`config.mk`:
```
export PLATFORM = sky130hd
export DESIGN_NAME = conductivity_sample_conditioner_flat
export DESIGN_NICKNAME = d
export VERILOG_FILES = /design/src/design/csc_pkg.sv /design/src/design/csc_if.sv /design/src/design/conductivity_sample_conditioner.sv /design/src/flat_wrapper.sv
export SDC_FILE = /design/constraint.sdc
export NUM_CORES = 2
export LEC_CHECK = 0
export ABC_AREA = 1
export BUFFER_PORTS_ARGS = -buffer_cell sky130_fd_sc_hd__buf_4
export CORE_ASPECT_RATIO = 0.9
export CORE_UTILIZATION = 35
export DETAILED_ROUTE_END_ITERATION = 8
export HOLD_SLACK_MARGIN = 0.02
export PLACE_DENSITY = 0.58
export SLEW_MARGIN = 15
export SYNTH_ARGS = -nofsm -noshare
export SYNTH_HDL_FRONTEND = slang
export SYNTH_SLANG_ARGS = --single-unit
```
`constraint.sdc`:
```
create_clock -name clock -period 9.4 [get_ports clock]
set_clock_uncertainty 0.1 [all_clocks]
set_input_delay 0.94 -clock clock [delete_from_list [all_inputs] [get_ports clock]]
set_output_delay 0.94 -clock clock [all_outputs]
set_load 0.02 [all_outputs]
```
`src/design/csc_pkg.sv`:
```
// Shared types and constants of the conductivity sample conditioner.
package csc_pkg;

   localparam int SAMPLE_BITS_DEF = 24;
   localparam int ACC_W           = 88;
   localparam int CNT_W           = 7;
   localparam int STATE_W         = 48;
   localparam int COND_W          = 40;
   localparam int RES_W           = 30;
   localparam int WEIGHT_W        = 16;
   localparam int CELL_W          = 24;
   localparam int TEMP_W          = 15;
   localparam int LOOP_W          = 15;
   localparam int FAULT_W         = 2;
   localparam int CSR_INDEX_W     = 3;

   localparam logic [54:0] SCALE_NUM        = 55'd30000000000000000;
   localparam int          DRIVE_OFFSET_UV  = 20000;
   localparam int          COMP_BIAS        = 2500;
   localparam logic [15:0] WEIGHT_ONE       = 16'd32768;
   localparam logic [15:0] WEIGHT_DEFAULT   = 16'd9830;
   localparam logic [39:0] SPAN_FALLBACK_HI = 40'd10000000;
   localparam logic [13:0] LOOP_SPAN_UA     = 14'd16000;
   localparam logic [14:0] LOOP_ZERO_UA     = 15'd4000;
   localparam logic [14:0] LOOP_MAX_UA      = 15'd24000;
   localparam logic [14:0] LOOP_TOP_UA      = 15'd20000;

   typedef enum logic [1:0] {
      FAULT_NONE  = 2'd0,
      FAULT_DRIVE = 2'd1,
      FAULT_COMP  = 2'd2
   } fault_type;

   typedef enum logic [2:0] {
      CSR_RES_A  = 3'd0,
      CSR_RES_B  = 3'd1,
      CSR_RES_C  = 3'd2,
      CSR_RES_D  = 3'd3,
      CSR_WEIGHT = 3'd4,
      CSR_CELL   = 3'd5,
      CSR_SPAN_LO = 3'd6,
      CSR_SPAN_HI = 3'd7
   } csr_index_type;

   typedef enum logic [3:0] {
      ST_IDLE,
      ST_CHECK,
      ST_MUL_N,
      ST_MUL_RD,
      ST_MUL_DC,
      ST_DIV_C,
      ST_SMOOTH,
      ST_POST,
      ST_KMUL,
      ST_LSET,
      ST_LMUL,
      ST_DIV_L,
      ST_DONE
   } state_type;

endpackage

```
`src/design/csc_if.sv`:
```
// Item channel interfaces for measurement requests and conditioned results.
interface csc_req_if #(parameter int SAMPLE_BITS = 24);
   logic                          valid;
   logic                          ready;
   logic signed [SAMPLE_BITS-1:0] current_sense_uv;
   logic signed [SAMPLE_BITS-1:0] drive_voltage_uv;
   logic [1:0]                    range_select;
   logic signed [14:0]            temperature_centi;

   modport source (output valid, current_sense_uv, drive_voltage_uv, range_select,
                   temperature_centi, input ready);
   modport sink (input valid, current_sense_uv, drive_voltage_uv, range_select,
                 temperature_centi, output ready);
endinterface

interface csc_rsp_if;
   logic        valid;
   logic        ready;
   logic [39:0] conductance;
   logic [14:0] loop_current_ua;
   logic [1:0]  fault;

   modport source (output valid, conductance, loop_current_ua, fault, input ready);
   modport sink (input valid, conductance, loop_current_ua, fault, output ready);
endinterface

```
`src/design/conductivity_sample_conditioner.sv`:
```
// Conductivity sample conditioner: one measurement item in, one conditioned result item out.
//
// The req_chan channel takes one measurement item: sense and drive voltages, range index
// and temperature. The rsp_chan channel returns one item per measurement with the
// conductance, the loop current (4-20 mA over the span, clamped to 0-24 mA) and a fault
// code. Registers are written through csr_we, csr_index and csr_wdata; the user must
// write them only while the block is idle, as the block itself does not enforce this.
// Items are processed one at a time by a single bit-serial multiplier and a restoring
// divider that retires one quotient bit per cycle. A faulted item goes from the check
// state straight to the result; for a good item the two 88-step divisions dominate.
// The first sample skips smoothing, and a smoothed value that is not positive skips
// the cell constant multiply.
// The result stays in an output register until the receiver takes it; while it waits,
// no new item is accepted. After the result is taken the block returns to idle, where
// the next item can be accepted, so a new item is taken only after the last result.
// Reset restores all configuration registers to their defaults, clears the smoothing
// history and marks the next item as the first sample.
module conductivity_sample_conditioner #(
   parameter int SAMPLE_BITS = csc_pkg::SAMPLE_BITS_DEF
) (
   input  logic                              clock,
   input  logic                              reset,
   csc_req_if.sink                           req_chan,
   csc_rsp_if.source                         rsp_chan,
   input  logic                              csr_we,
   input  logic [csc_pkg::CSR_INDEX_W-1:0]   csr_index,
   input  logic [csc_pkg::COND_W-1:0]        csr_wdata
);
   import csc_pkg::*;

   localparam int MB_W = (SAMPLE_BITS + 1 > CELL_W) ? SAMPLE_BITS + 1 : CELL_W;
   localparam int AW   = ACC_W;

   state_type state_ff, state_in;

   logic [RES_W-1:0]    res_ff [4];
   logic [WEIGHT_W-1:0] weight_ff;
   logic [CELL_W-1:0]   cell_ff;
   logic [COND_W-1:0]   span_lo_ff, span_hi_ff;

   logic signed [SAMPLE_BITS-1:0] vi_ff;
   logic signed [SAMPLE_BITS:0]   d_ff;
   logic signed [15:0]            comp_ff;
   logic [1:0]                    rsel_ff;
   logic                          neg_ff;
   logic                          first_ff;
   logic signed [STATE_W-1:0]     prev_ff, c_ff;
   logic [COND_W-1:0]             g_ff;
   logic [LOOP_W-1:0]             cur_ff;
   fault_type                     fault_ff;

   logic [AW-1:0]    acc_ff, ma_ff, num_ff, den_ff, rem_ff;
   logic [MB_W-1:0]  mb_ff;
   logic [CNT_W-1:0] cnt_ff;

   logic [AW:0]                 div_t;
   logic                        div_ge;
   logic [AW-1:0]               div_rem;
   logic [SAMPLE_BITS-1:0]      av;
   logic [SAMPLE_BITS:0]        ad;
   logic [RES_W-1:0]            r_sel;
   logic signed [STATE_W-1:0]   c_sat;
   logic signed [STATE_W:0]     c_diff;
   logic [AW-1:0]               k_prod;
   logic signed [COND_W:0]      l_diff, l_span;
   logic [LOOP_W-1:0]           cur_val;
   logic                        cnt_zero;

   assign cnt_zero = (cnt_ff == '0);
   assign div_t    = {rem_ff, num_ff[AW-1]};
   assign div_ge   = (div_t >= {1'b0, den_ff});
   assign div_rem  = div_ge ? AW'(div_t - {1'b0, den_ff}) : div_t[AW-1:0];
   assign av       = vi_ff[SAMPLE_BITS-1] ? SAMPLE_BITS'(-vi_ff) : SAMPLE_BITS'(vi_ff);
   assign ad       = d_ff[SAMPLE_BITS] ? (SAMPLE_BITS+1)'(-d_ff) : (SAMPLE_BITS+1)'(d_ff);
   assign r_sel    = (res_ff[rsel_ff] == '0) ? RES_W'(1) : res_ff[rsel_ff];
   assign c_diff   = {c_sat[STATE_W-1], c_sat} - {prev_ff[STATE_W-1], prev_ff};
   assign k_prod   = acc_ff >> 16;
   assign l_diff   = $signed({1'b0, g_ff}) - $signed({1'b0, span_lo_ff});
   assign l_span   = $signed({1'b0, span_hi_ff}) - $signed({1'b0, span_lo_ff});

   always_comb begin
      if (neg_ff) begin
         if ((|num_ff[AW-1:STATE_W]) || (num_ff[STATE_W-1] && (|num_ff[STATE_W-2:0]))) begin
            c_sat = {1'b1, {(STATE_W-1){1'b0}}};
         end else begin
            c_sat = STATE_W'(-num_ff[STATE_W-1:0]);
         end
      end else begin
         if (|num_ff[AW-1:STATE_W-1]) begin
            c_sat = {1'b0, {(STATE_W-1){1'b1}}};
         end else begin
            c_sat = STATE_W'(num_ff[STATE_W-1:0]);
         end
      end
   end

   always_comb begin
      if (neg_ff) begin
         if ((|num_ff[AW-1:LOOP_W]) || (num_ff[LOOP_W-1:0] >= LOOP_ZERO_UA)) begin
            cur_val = '0;
         end else begin
            cur_val = LOOP_ZERO_UA - num_ff[LOOP_W-1:0];
         end
      end else begin
         if ((|num_ff[AW-1:LOOP_W]) || (num_ff[LOOP_W-1:0] > LOOP_TOP_UA)) begin
            cur_val = LOOP_MAX_UA;
         end else begin
            cur_val = LOOP_ZERO_UA + num_ff[LOOP_W-1:0];
         end
      end
   end

   always_comb begin
      state_in = state_ff;
      unique case (state_ff)
         ST_IDLE: begin
            if (req_chan.valid) begin
               state_in = ST_CHECK;
            end
         end
         ST_CHECK: begin
            if (d_ff == '0 || comp_ff <= 0) begin
               state_in = ST_DONE;
            end else begin
               state_in = ST_MUL_N;
            end
         end
         ST_MUL_N:  if (cnt_zero) state_in = ST_MUL_RD;
         ST_MUL_RD: if (cnt_zero) state_in = ST_MUL_DC;
         ST_MUL_DC: if (cnt_zero) state_in = ST_DIV_C;
         ST_DIV_C: begin
            if (cnt_zero) begin
               state_in = first_ff ? ST_POST : ST_SMOOTH;
            end
         end
         ST_SMOOTH: if (cnt_zero) state_in = ST_POST;
         ST_POST: begin
            state_in = (c_ff <= 0) ? ST_LSET : ST_KMUL;
         end
         ST_KMUL:  if (cnt_zero) state_in = ST_LSET;
         ST_LSET:  state_in = ST_LMUL;
         ST_LMUL:  if (cnt_zero) state_in = ST_DIV_L;
         ST_DIV_L: if (cnt_zero) state_in = ST_DONE;
         ST_DONE: begin
            if (rsp_chan.ready) begin
               state_in = ST_IDLE;
            end
         end
         default: state_in = ST_IDLE;
      endcase
   end

   always_comb begin
      req_chan.ready           = (state_ff == ST_IDLE);
      rsp_chan.valid           = (state_ff == ST_DONE);
      rsp_chan.conductance     = g_ff;
      rsp_chan.loop_current_ua = cur_ff;
      rsp_chan.fault           = fault_ff;
   end

   always_ff @(posedge clock) begin
      if (reset) begin
         state_ff   <= ST_IDLE;
         res_ff[0]  <= RES_W'(1000000);
         res_ff[1]  <= RES_W'(1000000);
         res_ff[2]  <= RES_W'(1000000);
         res_ff[3]  <= RES_W'(1000000);
         weight_ff  <= WEIGHT_DEFAULT;
         cell_ff    <= CELL_W'(65536);
         span_lo_ff <= '0;
         span_hi_ff <= SPAN_FALLBACK_HI;
         prev_ff    <= '0;
         first_ff   <= 1'b1;
      end else begin
         state_ff <= state_in;
         if (csr_we) begin
            unique case (csr_index_type'(csr_index))
               CSR_RES_A:   res_ff[0]  <= csr_wdata[RES_W-1:0];
               CSR_RES_B:   res_ff[1]  <= csr_wdata[RES_W-1:0];
               CSR_RES_C:   res_ff[2]  <= csr_wdata[RES_W-1:0];
               CSR_RES_D:   res_ff[3]  <= csr_wdata[RES_W-1:0];
               CSR_WEIGHT:  weight_ff  <= csr_wdata[WEIGHT_W-1:0];
               CSR_CELL:    cell_ff    <= csr_wdata[CELL_W-1:0];
               CSR_SPAN_LO: span_lo_ff <= csr_wdata;
               CSR_SPAN_HI: span_hi_ff <= csr_wdata;
               default: ;
            endcase
         end
         if (state_ff == ST_CHECK) begin
            if (weight_ff == '0 || weight_ff > WEIGHT_ONE) begin
               weight_ff <= WEIGHT_DEFAULT;
            end
            if (span_lo_ff == span_hi_ff) begin
               span_lo_ff <= '0;
               span_hi_ff <= SPAN_FALLBACK_HI;
            end
         end
         if (state_ff == ST_DIV_C && cnt_zero && first_ff) begin
            first_ff <= 1'b0;
         end
         if (state_ff == ST_POST) begin
            prev_ff <= c_ff;
         end
      end
   end

   always_ff @(posedge clock) begin
      if (state_ff != ST_IDLE && state_ff != ST_POST && state_ff != ST_LSET && !cnt_zero) begin
         acc_ff <= acc_ff + (mb_ff[0] ? ma_ff : '0);
         ma_ff  <= ma_ff << 1;
         mb_ff  <= mb_ff >> 1;
         cnt_ff <= cnt_ff - CNT_W'(1);
      end
      if ((state_ff == ST_DIV_C || state_ff == ST_DIV_L) && !cnt_zero) begin
         rem_ff <= div_rem;
         num_ff <= {num_ff[AW-2:0], div_ge};
      end
      unique case (state_ff)
         ST_IDLE: begin
            cnt_ff  <= '0;
            vi_ff   <= req_chan.current_sense_uv;
            d_ff    <= $signed({req_chan.drive_voltage_uv[SAMPLE_BITS-1],
                                req_chan.drive_voltage_uv})
                       - $signed((SAMPLE_BITS+1)'(DRIVE_OFFSET_UV));
            comp_ff <= $signed({req_chan.temperature_centi[TEMP_W-1],
                                req_chan.temperature_centi}) + $signed(16'(COMP_BIAS));
            rsel_ff <= req_chan.range_select;
         end
         ST_CHECK: begin
            neg_ff <= vi_ff[SAMPLE_BITS-1] ^ d_ff[SAMPLE_BITS];
            g_ff   <= '0;
            cur_ff <= '0;
            if (d_ff == '0) begin
               fault_ff <= FAULT_DRIVE;
            end else if (comp_ff <= 0) begin
               fault_ff <= FAULT_COMP;
            end else begin
               fault_ff <= FAULT_NONE;
            end
            acc_ff <= '0;
            ma_ff  <= AW'(SCALE_NUM);
            mb_ff  <= MB_W'(av);
            cnt_ff <= CNT_W'(SAMPLE_BITS);
         end
         ST_MUL_N: begin
            if (cnt_zero) begin
               num_ff <= acc_ff;
               acc_ff <= '0;
               ma_ff  <= AW'(r_sel);
               mb_ff  <= MB_W'(ad);
               cnt_ff <= CNT_W'(SAMPLE_BITS + 1);
            end
         end
         ST_MUL_RD: begin
            if (cnt_zero) begin
               ma_ff  <= acc_ff;
               acc_ff <= '0;
               mb_ff  <= MB_W'(comp_ff[14:0]);
               cnt_ff <= CNT_W'(15);
            end
         end
         ST_MUL_DC: begin
            if (cnt_zero) begin
               den_ff <= acc_ff;
               rem_ff <= '0;
               cnt_ff <= CNT_W'(AW);
            end
         end
         ST_DIV_C: begin
            if (cnt_zero) begin
               c_ff   <= c_sat;
               acc_ff <= {{(AW-STATE_W){prev_ff[STATE_W-1]}}, prev_ff} << 15;
               ma_ff  <= AW'(signed'(c_diff));
               mb_ff  <= MB_W'(weight_ff);
               cnt_ff <= CNT_W'(WEIGHT_W);
            end
         end
         ST_SMOOTH: begin
            if (cnt_zero) begin
               c_ff <= acc_ff[STATE_W+14:15];
            end
         end
         ST_POST: begin
            g_ff   <= '0;
            acc_ff <= '0;
            ma_ff  <= AW'(c_ff[STATE_W-2:0]);
            mb_ff  <= MB_W'(cell_ff);
            cnt_ff <= CNT_W'(CELL_W);
         end
         ST_KMUL: begin
            if (cnt_zero) begin
               g_ff <= (|k_prod[AW-1:COND_W]) ? '1 : k_prod[COND_W-1:0];
            end
         end
         ST_LSET: begin
            neg_ff <= l_diff[COND_W] ^ l_span[COND_W];
            acc_ff <= '0;
            ma_ff  <= AW'(l_diff[COND_W] ? (COND_W+1)'(-l_diff) : (COND_W+1)'(l_diff));
            mb_ff  <= MB_W'(LOOP_SPAN_UA);
            den_ff <= AW'(l_span[COND_W] ? (COND_W+1)'(-l_span) : (COND_W+1)'(l_span));
            cnt_ff <= CNT_W'(14);
         end
         ST_LMUL: begin
            if (cnt_zero) begin
               num_ff <= acc_ff;
               rem_ff <= '0;
               cnt_ff <= CNT_W'(AW);
            end
         end
         ST_DIV_L: begin
            if (cnt_zero) begin
               cur_ff <= cur_val;
            end
         end
         ST_DONE: ;
         default: ;
      endcase
   end

endmodule

```
`src/flat_wrapper.sv`:
```
// flat-port wrapper written by rule: the top's interface ports become plain ports
module conductivity_sample_conditioner_flat import csc_pkg::*;
#(
   parameter int SAMPLE_BITS = csc_pkg::SAMPLE_BITS_DEF
)
  (clock, reset, csr_we, csr_index, csr_wdata, req_chan_valid, req_chan_current_sense_uv, req_chan_drive_voltage_uv, req_chan_range_select, req_chan_temperature_centi, req_chan_ready, rsp_chan_valid, rsp_chan_conductance, rsp_chan_loop_current_ua, rsp_chan_fault, rsp_chan_ready);
  csc_req_if #(.SAMPLE_BITS(SAMPLE_BITS)) req_chan_i ();
  csc_rsp_if rsp_chan_i ();
  input  logic clock;
  input  logic reset;
  input  logic csr_we;
  input  logic [csc_pkg::CSR_INDEX_W-1:0] csr_index;
  input  logic [csc_pkg::COND_W-1:0] csr_wdata;
  input wire logic [$bits(req_chan_i.valid)-1:0] req_chan_valid;
  input wire logic [$bits(req_chan_i.current_sense_uv)-1:0] req_chan_current_sense_uv;
  input wire logic [$bits(req_chan_i.drive_voltage_uv)-1:0] req_chan_drive_voltage_uv;
  input wire logic [$bits(req_chan_i.range_select)-1:0] req_chan_range_select;
  input wire logic [$bits(req_chan_i.temperature_centi)-1:0] req_chan_temperature_centi;
  output wire logic [$bits(req_chan_i.ready)-1:0] req_chan_ready;
  output wire logic [$bits(rsp_chan_i.valid)-1:0] rsp_chan_valid;
  output wire logic [$bits(rsp_chan_i.conductance)-1:0] rsp_chan_conductance;
  output wire logic [$bits(rsp_chan_i.loop_current_ua)-1:0] rsp_chan_loop_current_ua;
  output wire logic [$bits(rsp_chan_i.fault)-1:0] rsp_chan_fault;
  input wire logic [$bits(rsp_chan_i.ready)-1:0] rsp_chan_ready;
  assign req_chan_i.valid = req_chan_valid;
  assign req_chan_i.current_sense_uv = req_chan_current_sense_uv;
  assign req_chan_i.drive_voltage_uv = req_chan_drive_voltage_uv;
  assign req_chan_i.range_select = req_chan_range_select;
  assign req_chan_i.temperature_centi = req_chan_temperature_centi;
  assign req_chan_ready = req_chan_i.ready;
  assign rsp_chan_valid = rsp_chan_i.valid;
  assign rsp_chan_conductance = rsp_chan_i.conductance;
  assign rsp_chan_loop_current_ua = rsp_chan_i.loop_current_ua;
  assign rsp_chan_fault = rsp_chan_i.fault;
  assign rsp_chan_i.ready = rsp_chan_ready;
  conductivity_sample_conditioner #(.SAMPLE_BITS(SAMPLE_BITS)) u_core (.clock(clock), .reset(reset), .req_chan(req_chan_i), .rsp_chan(rsp_chan_i), .csr_we(csr_we), .csr_index(csr_index), .csr_wdata(csr_wdata));
endmodule
```
After elaboration in Yosys (flattened, before gate mapping):

Memories as Yosys holds them, arrays and structs flattened. A register that Yosys moved wholly into a read port is not among the register bits.
Index checks and enable logic that the tools add are counted.

* bitwise operators: 6
* add/sub/neg operators: 15
* mux-type cells: 100
* $lt $le $gt $ge: 6
* equality and inequality tests: 32
* reduce and logical (&&, ||, !) cells: 42

Operators by type and width (count)
* 88-bit 2-to-1 mux: 18
* 88-bit case mux with 6 select lines: 1
* 40-bit 2-to-1 mux: 10
* 88-bit case mux with 3 select lines: 1
* 48-bit 2-to-1 mux: 5
* 88-bit case mux with 2 select lines: 1
* 30-bit 2-to-1 mux: 5
* 25-bit case mux with 6 select lines: 1
* 25-bit 2-to-1 mux: 5
* 48-bit case mux with 2 select lines: 1
* 89-bit by 88-bit >= comparator with 1-bit output: 1
* 88-bit adder: 1
* 88-bit subtractor: 1
* 41-bit negator: 2
* 40-bit by 40-bit subtractor with 41-bit output: 2
* 40-bit case mux with 2 select lines: 1
* 73-bit OR reduction: 1
* 16-bit 2-to-1 mux: 4
* 15-bit 2-to-1 mux: 4
* 4-bit case mux with 13 select lines: 1
* 7-bit case mux with 7 select lines: 1
* 48-bit by 48-bit subtractor with 49-bit output: 1
* 48-bit by 1-bit <= comparator with 1-bit output, second input constant: 1
* 48-bit negator: 1
* other kinds (52): 131

* flip-flop bits (word level): 818
* output and inout bits: 59
* memories kept: 1
* RAM bits: 120
* input bits: 113

Memory list
* u_core.res_ff: words 4, width 30, read ports 1, clocked after Yosys merged registers in 1, write ports 4, line conductivity_sample_conditioner.sv:36 `logic [RES_W-1:0] res_ff [4];`

Depth between registers and ports, before layout:

* word-level depth: 8
* depth in mapped cells: 35
* gate-level depth less buffers: 34

Worst setup path before layout:

OpenSTA, ideal clock, no wires.

* kind: reg-to-reg
* from: reg u_core.state_ff[2]
* to: reg u_core.ma_ff[5]
* data arrival time: 4.151 ns
* slack: 5.012 ns
* buffers on the path: 4
* stages on the path, launching flop included: 14
* cells stage by stage: dfxtp_1 -> buf_2 -> nor2_1 -> inv_1 -> nor2_2 -> nor2_1 -> nand2_1 -> buf_4 -> buf_4 -> buf_2 -> mux2i_1 -> nand2_1 -> a211oi_1 -> o221ai_1

* word-level cells in the longest chain between the ends: 7
* elaborated cells between the ends (all ways): 17

Ends and longest elaborated chain
* from (decl): line conductivity_sample_conditioner.sv:34 `state_type state_ff, state_in;`
* from (signal assigned): line conductivity_sample_conditioner.sv:175 `state_ff <= state_in;`
* 4-bit by 3-bit != test with 1-bit output / 4-bit nonzero test (equally long branches): line conductivity_sample_conditioner.sv:208 `if (state_ff != ST_IDLE && state_ff != ST_POST && state_ff != ST_LSET && !cnt_zero) begin`
* 1-bit logical AND (3 in a row): line conductivity_sample_conditioner.sv:208
* 88-bit 2-to-1 mux: line conductivity_sample_conditioner.sv:208
* 88-bit 2-to-1 mux, on equally long branches: line conductivity_sample_conditioner.sv:270, conductivity_sample_conditioner.sv:246, conductivity_sample_conditioner.sv:255
* 88-bit case mux with 6 select lines (*): line conductivity_sample_conditioner.sv:218 `unique case (state_ff)`
* to (signal assigned): line conductivity_sample_conditioner.sv:210 `ma_ff <= ma_ff << 1;`
* to (signal assigned): line conductivity_sample_conditioner.sv:273 `ma_ff <= AW'(signed'(c_diff));`
* to (signal assigned): line conductivity_sample_conditioner.sv:286 `ma_ff <= AW'(c_ff[STATE_W-2:0]);`
* to (decl): line conductivity_sample_conditioner.sv:52 `logic [AW-1:0] acc_ff, ma_ff, num_ff, den_ff, rem_ff;`

Every way passes the cells marked *; elsewhere a longest branch is shown, timed or not.
A chain may end at the register's enable or synchronous reset.

Worst setup path in the final report:

* from: reg u_core.num_ff[65]
* to: reg u_core.ma_ff[37]

* word-level cells in the longest chain between the ends: 7
* elaborated cells between the ends (all ways): 9

Ends and longest elaborated chain
* from (decl): line conductivity_sample_conditioner.sv:52
* from (signal assigned): line conductivity_sample_conditioner.sv:216 `num_ff <= {num_ff[AW-2:0], div_ge};`
* 40-bit OR reduction: line conductivity_sample_conditioner.sv:83 `if ((|num_ff[AW-1:STATE_W]) || (num_ff[STATE_W-1] && (|num_ff[STATE_W-2:0]))) begin`
* 1-bit logical OR: line conductivity_sample_conditioner.sv:83
* 48-bit 2-to-1 mux: line conductivity_sample_conditioner.sv:83
* 48-bit 2-to-1 mux (*): line conductivity_sample_conditioner.sv:82 `if (neg_ff) begin`
* 48-bit by 48-bit subtractor with 49-bit output (*): line conductivity_sample_conditioner.sv:76 `assign c_diff = {c_sat[STATE_W-1], c_sat} - {prev_ff[STATE_W-1], prev_ff};`
* 88-bit 2-to-1 mux (*): line conductivity_sample_conditioner.sv:270 `if (cnt_zero) begin`
* 88-bit case mux with 6 select lines (*): line conductivity_sample_conditioner.sv:218
* to (signal assigned): line conductivity_sample_conditioner.sv:241 `ma_ff <= AW'(SCALE_NUM);`
* to (signal assigned): line conductivity_sample_conditioner.sv:273
* to (signal assigned): line conductivity_sample_conditioner.sv:286

Marked as above.

==> flow_metrics.env <==
export IMPL_status="finished, final reports clean"
export IMPL_antenna_left=0
export IMPL_synth_avg_cell_area_um2=6.57
export IMPL_grt_pass1_vias=71400
export IMPL_crit_type="reg2reg"
export IMPL_gr_usage_all_layers_pct=33.3
export IMPL_cts_tree="done"
export IMPL_fin_setup_tns_ns=0
export IMPL_cp_arrival_ns=7.40
export IMPL_vias=77500
export IMPL_r2r_cells=26
export IMPL_cts_repair_resized=0
export IMPL_cts_max_level=3
export IMPL_post_cts_setup_buffers=0
export IMPL_worstReg2RegEnd="u_core.ma_ff[37]$_DFF_P_"
export IMPL_syn_area_um2=71100
export IMPL_cp_start_kind="flip-flop"
export IMPL_setup_viol=0
export IMPL_period_share_pct=73.0
export IMPL_crit_path_end_kind="flip-flop"
export IMPL_drive_above_1_share_pct=5.91
export IMPL_crit_fanout=20
export IMPL_ys_async_sr_fraction_pct=0
export IMPL_globalRoute_totalOverflow=0
export IMPL_drv_slew=0
export IMPL_cts_inserted_buffers=109
export IMPL_drv_cap=0
export IMPL_r2r_slack_ns=2.53
export IMPL_cts_num_sinks=940
export IMPL_dp_cells=13400
export IMPL_postCtsHoldBufs=0
export IMPL_hold_start="req_chan_current_sense_uv[21]"
export IMPL_gp_congestion=1.04
export IMPL_nNetsFinal=11300
export IMPL_viasPerCell=5.69
export IMPL_die_w_um=477
export IMPL_hold_path_class="in2reg"
export IMPL_fmax_mhz=146
export IMPL_fp_dieH_um=430
export IMPL_antenna_found_initial=38
export IMPL_post_dp_hpwl_um=284000
export IMPL_routed_wl_um=355000
export IMPL_grt_setup_unrepaired="false"
export IMPL_clk_pin_slew_ns=0.06
export IMPL_relSlewSlack_pct=13.7
export IMPL_grt_max_degree=113
export IMPL_synth_flop_cell="dfxtp_1"
export IMPL_p_total_mw=29.9
export IMPL_stdcell_count=13600
export IMPL_yosysSeqAreaShare_pct=31.8
export IMPL_drt_iter0_drc=9845
export IMPL_tightestPinTransition_ns=1.28
export IMPL_synth_edff_count=381
export IMPL_rows=156
export IMPL_io_pins=172
export IMPL_crit_required_ns=9.93
export IMPL_holdPathEnd="u_core.vi_ff[21]$_DFFE_PP_"
export IMPL_pwr_density_cell_nw_per_um2=381
export IMPL_start_util_pct=35.3
export IMPL_synth_nets=11300
export IMPL_clk_latency_ns=0.82
export IMPL_peakVddDrop_mv=0.311
export IMPL_grt_pass1_wl_um=504000
export IMPL_layout_common_cells="nand2_1, inv_1, nor2_1, o21ai_0, a21oi_1"
export IMPL_hold_depth=1
export IMPL_die_area_um2=205000
export IMPL_yosysUniqueCellTypes=73
export IMPL_post_route_cell_area_um2=78600
export IMPL_cts_buffer_depth=3
export IMPL_syn_inst=10800
export IMPL_area_growth_synth_to_final_pct=10.6
export IMPL_drc_errors=0
export IMPL_dpl_instance_area_um2=75000
export IMPL_drt_pass1_iterations=9
export IMPL_clockRootBuffer="clkbuf_16"
export IMPL_coreArea_um2=201000
export IMPL_timing_rr_start="u_core.num_ff[65]$_DFF_P_"
export IMPL_hold_violations=0
export IMPL_synth_seq_cells=940
export IMPL_synth_warnings=0
export IMPL_final_common_cell="nand2_1"
export IMPL_fin_crit_ns=6.87
export IMPL_routedWlPerCell_um=26.1
export IMPL_portBuffers=171
export IMPL_p_leak_nw=35.7
-- cells by family (layout without fill, tap and decap cells) --
group,Yosys count,count (layout),synth area share [%]
mux,20,20,0.299
simple gates,4797,4797,28.2
other cells,0,16,0
flops,940,940,31.8
compound gates,2540,2540,20.7
fa+ha+maj,320,320,5.68
xor+xnor,204,204,2.51
buf+inv,2010,2100,10.8
-- layer usage --
layer  wire length [µm]  track usage [%]  up-vias  part of all wire, %
met5                138                0        -                0.039
li1                   -                -    36000                    -
met2             147000             49.2     3899                   42
met1             157000             46.7    36900                   44
met4              14300             12.3       22                  4.0
met3              36200             7.86      614                   10
-- registers in the layout (all words and copies together), names as in the netlist, 4 cells and up, named ones only --
signal,cells
u_core.mb_ff,25
u_core.state_ff,4
u_core.cell_ff,24
u_core.den_ff,88
u_core.prev_ff,48
u_core.c_ff,48
u_core.num_ff,88
u_core.rsp_chan.loop_current_ua,15
u_core.res_ff,120
u_core.cnt_ff,7
u_core.rem_ff,88
u_core.weight_ff,16
u_core.vi_ff,24
u_core.acc_ff,88
u_core.ma_ff,88
u_core.comp_ff,16
u_core.span_hi_ff,40
u_core.rsp_chan.conductance,40
u_core.d_ff,25
u_core.span_lo_ff,40
-- cell usage after synthesis, types with 90 or more instances --
master       n  area share (%)
o211ai_1   192             2.0
nor2_1    1144             6.0
nor3_1     110            0.77
o22ai_1     90            0.79
o21ai_0    913             6.4
xor2_1     140             1.7
ha_1       315             5.5
a21oi_1    819             5.8
edfxtp_1   381              16
dfxtp_1    559              16
nand3_1    581             4.1
inv_1     1613             8.5
nand4_1    158             1.4
nand2_1   2561              14
clkbuf_1   247             1.3
-- worst max-delay path by stage --
stage,cells after the start,slack (ns),from,to
after floorplan,13,5.01,u_core.state_ff[2]$_SDFFE_PP0P_,u_core.ma_ff[5]$_DFF_P_
after global placement,26,2.36,u_core.num_ff[53]$_DFF_P_,u_core.ma_ff[45]$_DFF_P_
after detailed placement,24,2.73,u_core.num_ff[51]$_DFF_P_,u_core.ma_ff[45]$_DFF_P_
after CTS,24,2.69,u_core.num_ff[51]$_DFF_P_,u_core.ma_ff[45]$_DFF_P_
after global routing,26,2.29,u_core.num_ff[51]$_DFF_P_,u_core.ma_ff[37]$_DFF_P_
final,26,2.53,u_core.num_ff[65]$_DFF_P_,u_core.ma_ff[37]$_DFF_P_
-- critical path: stages (launching register included) --
cell	delay [ns]
dfxtp_1	0.32
nor4_1	0.42
nand4_1	0.17
nor4_2	0.67
nand2_1	0.21
nor2_1	0.90
buf_4	0.32
inv_1	0.06
buf_4	0.23
o22ai_1	0.17
nor2_1	0.08
ha_1	0.39
nand3_1	0.10
nand2_1	0.18
nand3_1	0.10
nand2_1	0.12
nand2_1	0.06
nand2_1	0.28
inv_1	0.12
o21ai_1	0.80
nand2_1	0.11
nand2_1	0.17
nand2_1	0.12
nand3_1	0.09
nand3_1	0.10
a31oi_1	0.18
nand3_1	0.10
-- layout make-up --
cell class	count	area, µm²
Fill cell	21800	123000
Multi-Input combinational cell	7881	40900
Sequential cell	940	22600
Inverter	1634	6140
Tap cell	2686	3360
Clock buffer	155	3040
Timing Repair Buffer	261	1970
Clock inverter	50	519
Antenna cell	16	40.0
-- through the flow --
stage          hold WS [ns]  setup WS (ns)  utilization (%)
2_1_floorplan         0.312           5.01                -
3_3_place_gp          0.329           2.36             37.2
3_5_place_dp          0.327           2.73             37.2
4_1_cts               0.153           2.69             39.0
5_1_grt               0.170           2.29             39.0
6_report              0.207           2.53             39.0
-- power by group --
group / internal, mW / total [mW] / leakage (nW) / switching, mW
combinational: 5.07 / 18.1 / 25.7 / 13.0
clock: 2.39 / 4.37 / 1.74 / 1.99
sequential: 5.72 / 7.46 / 8.25 / 1.74
total: 13.2 / 29.9 / 35.7 / 16.8
Power figures use the tool's default switching activity.
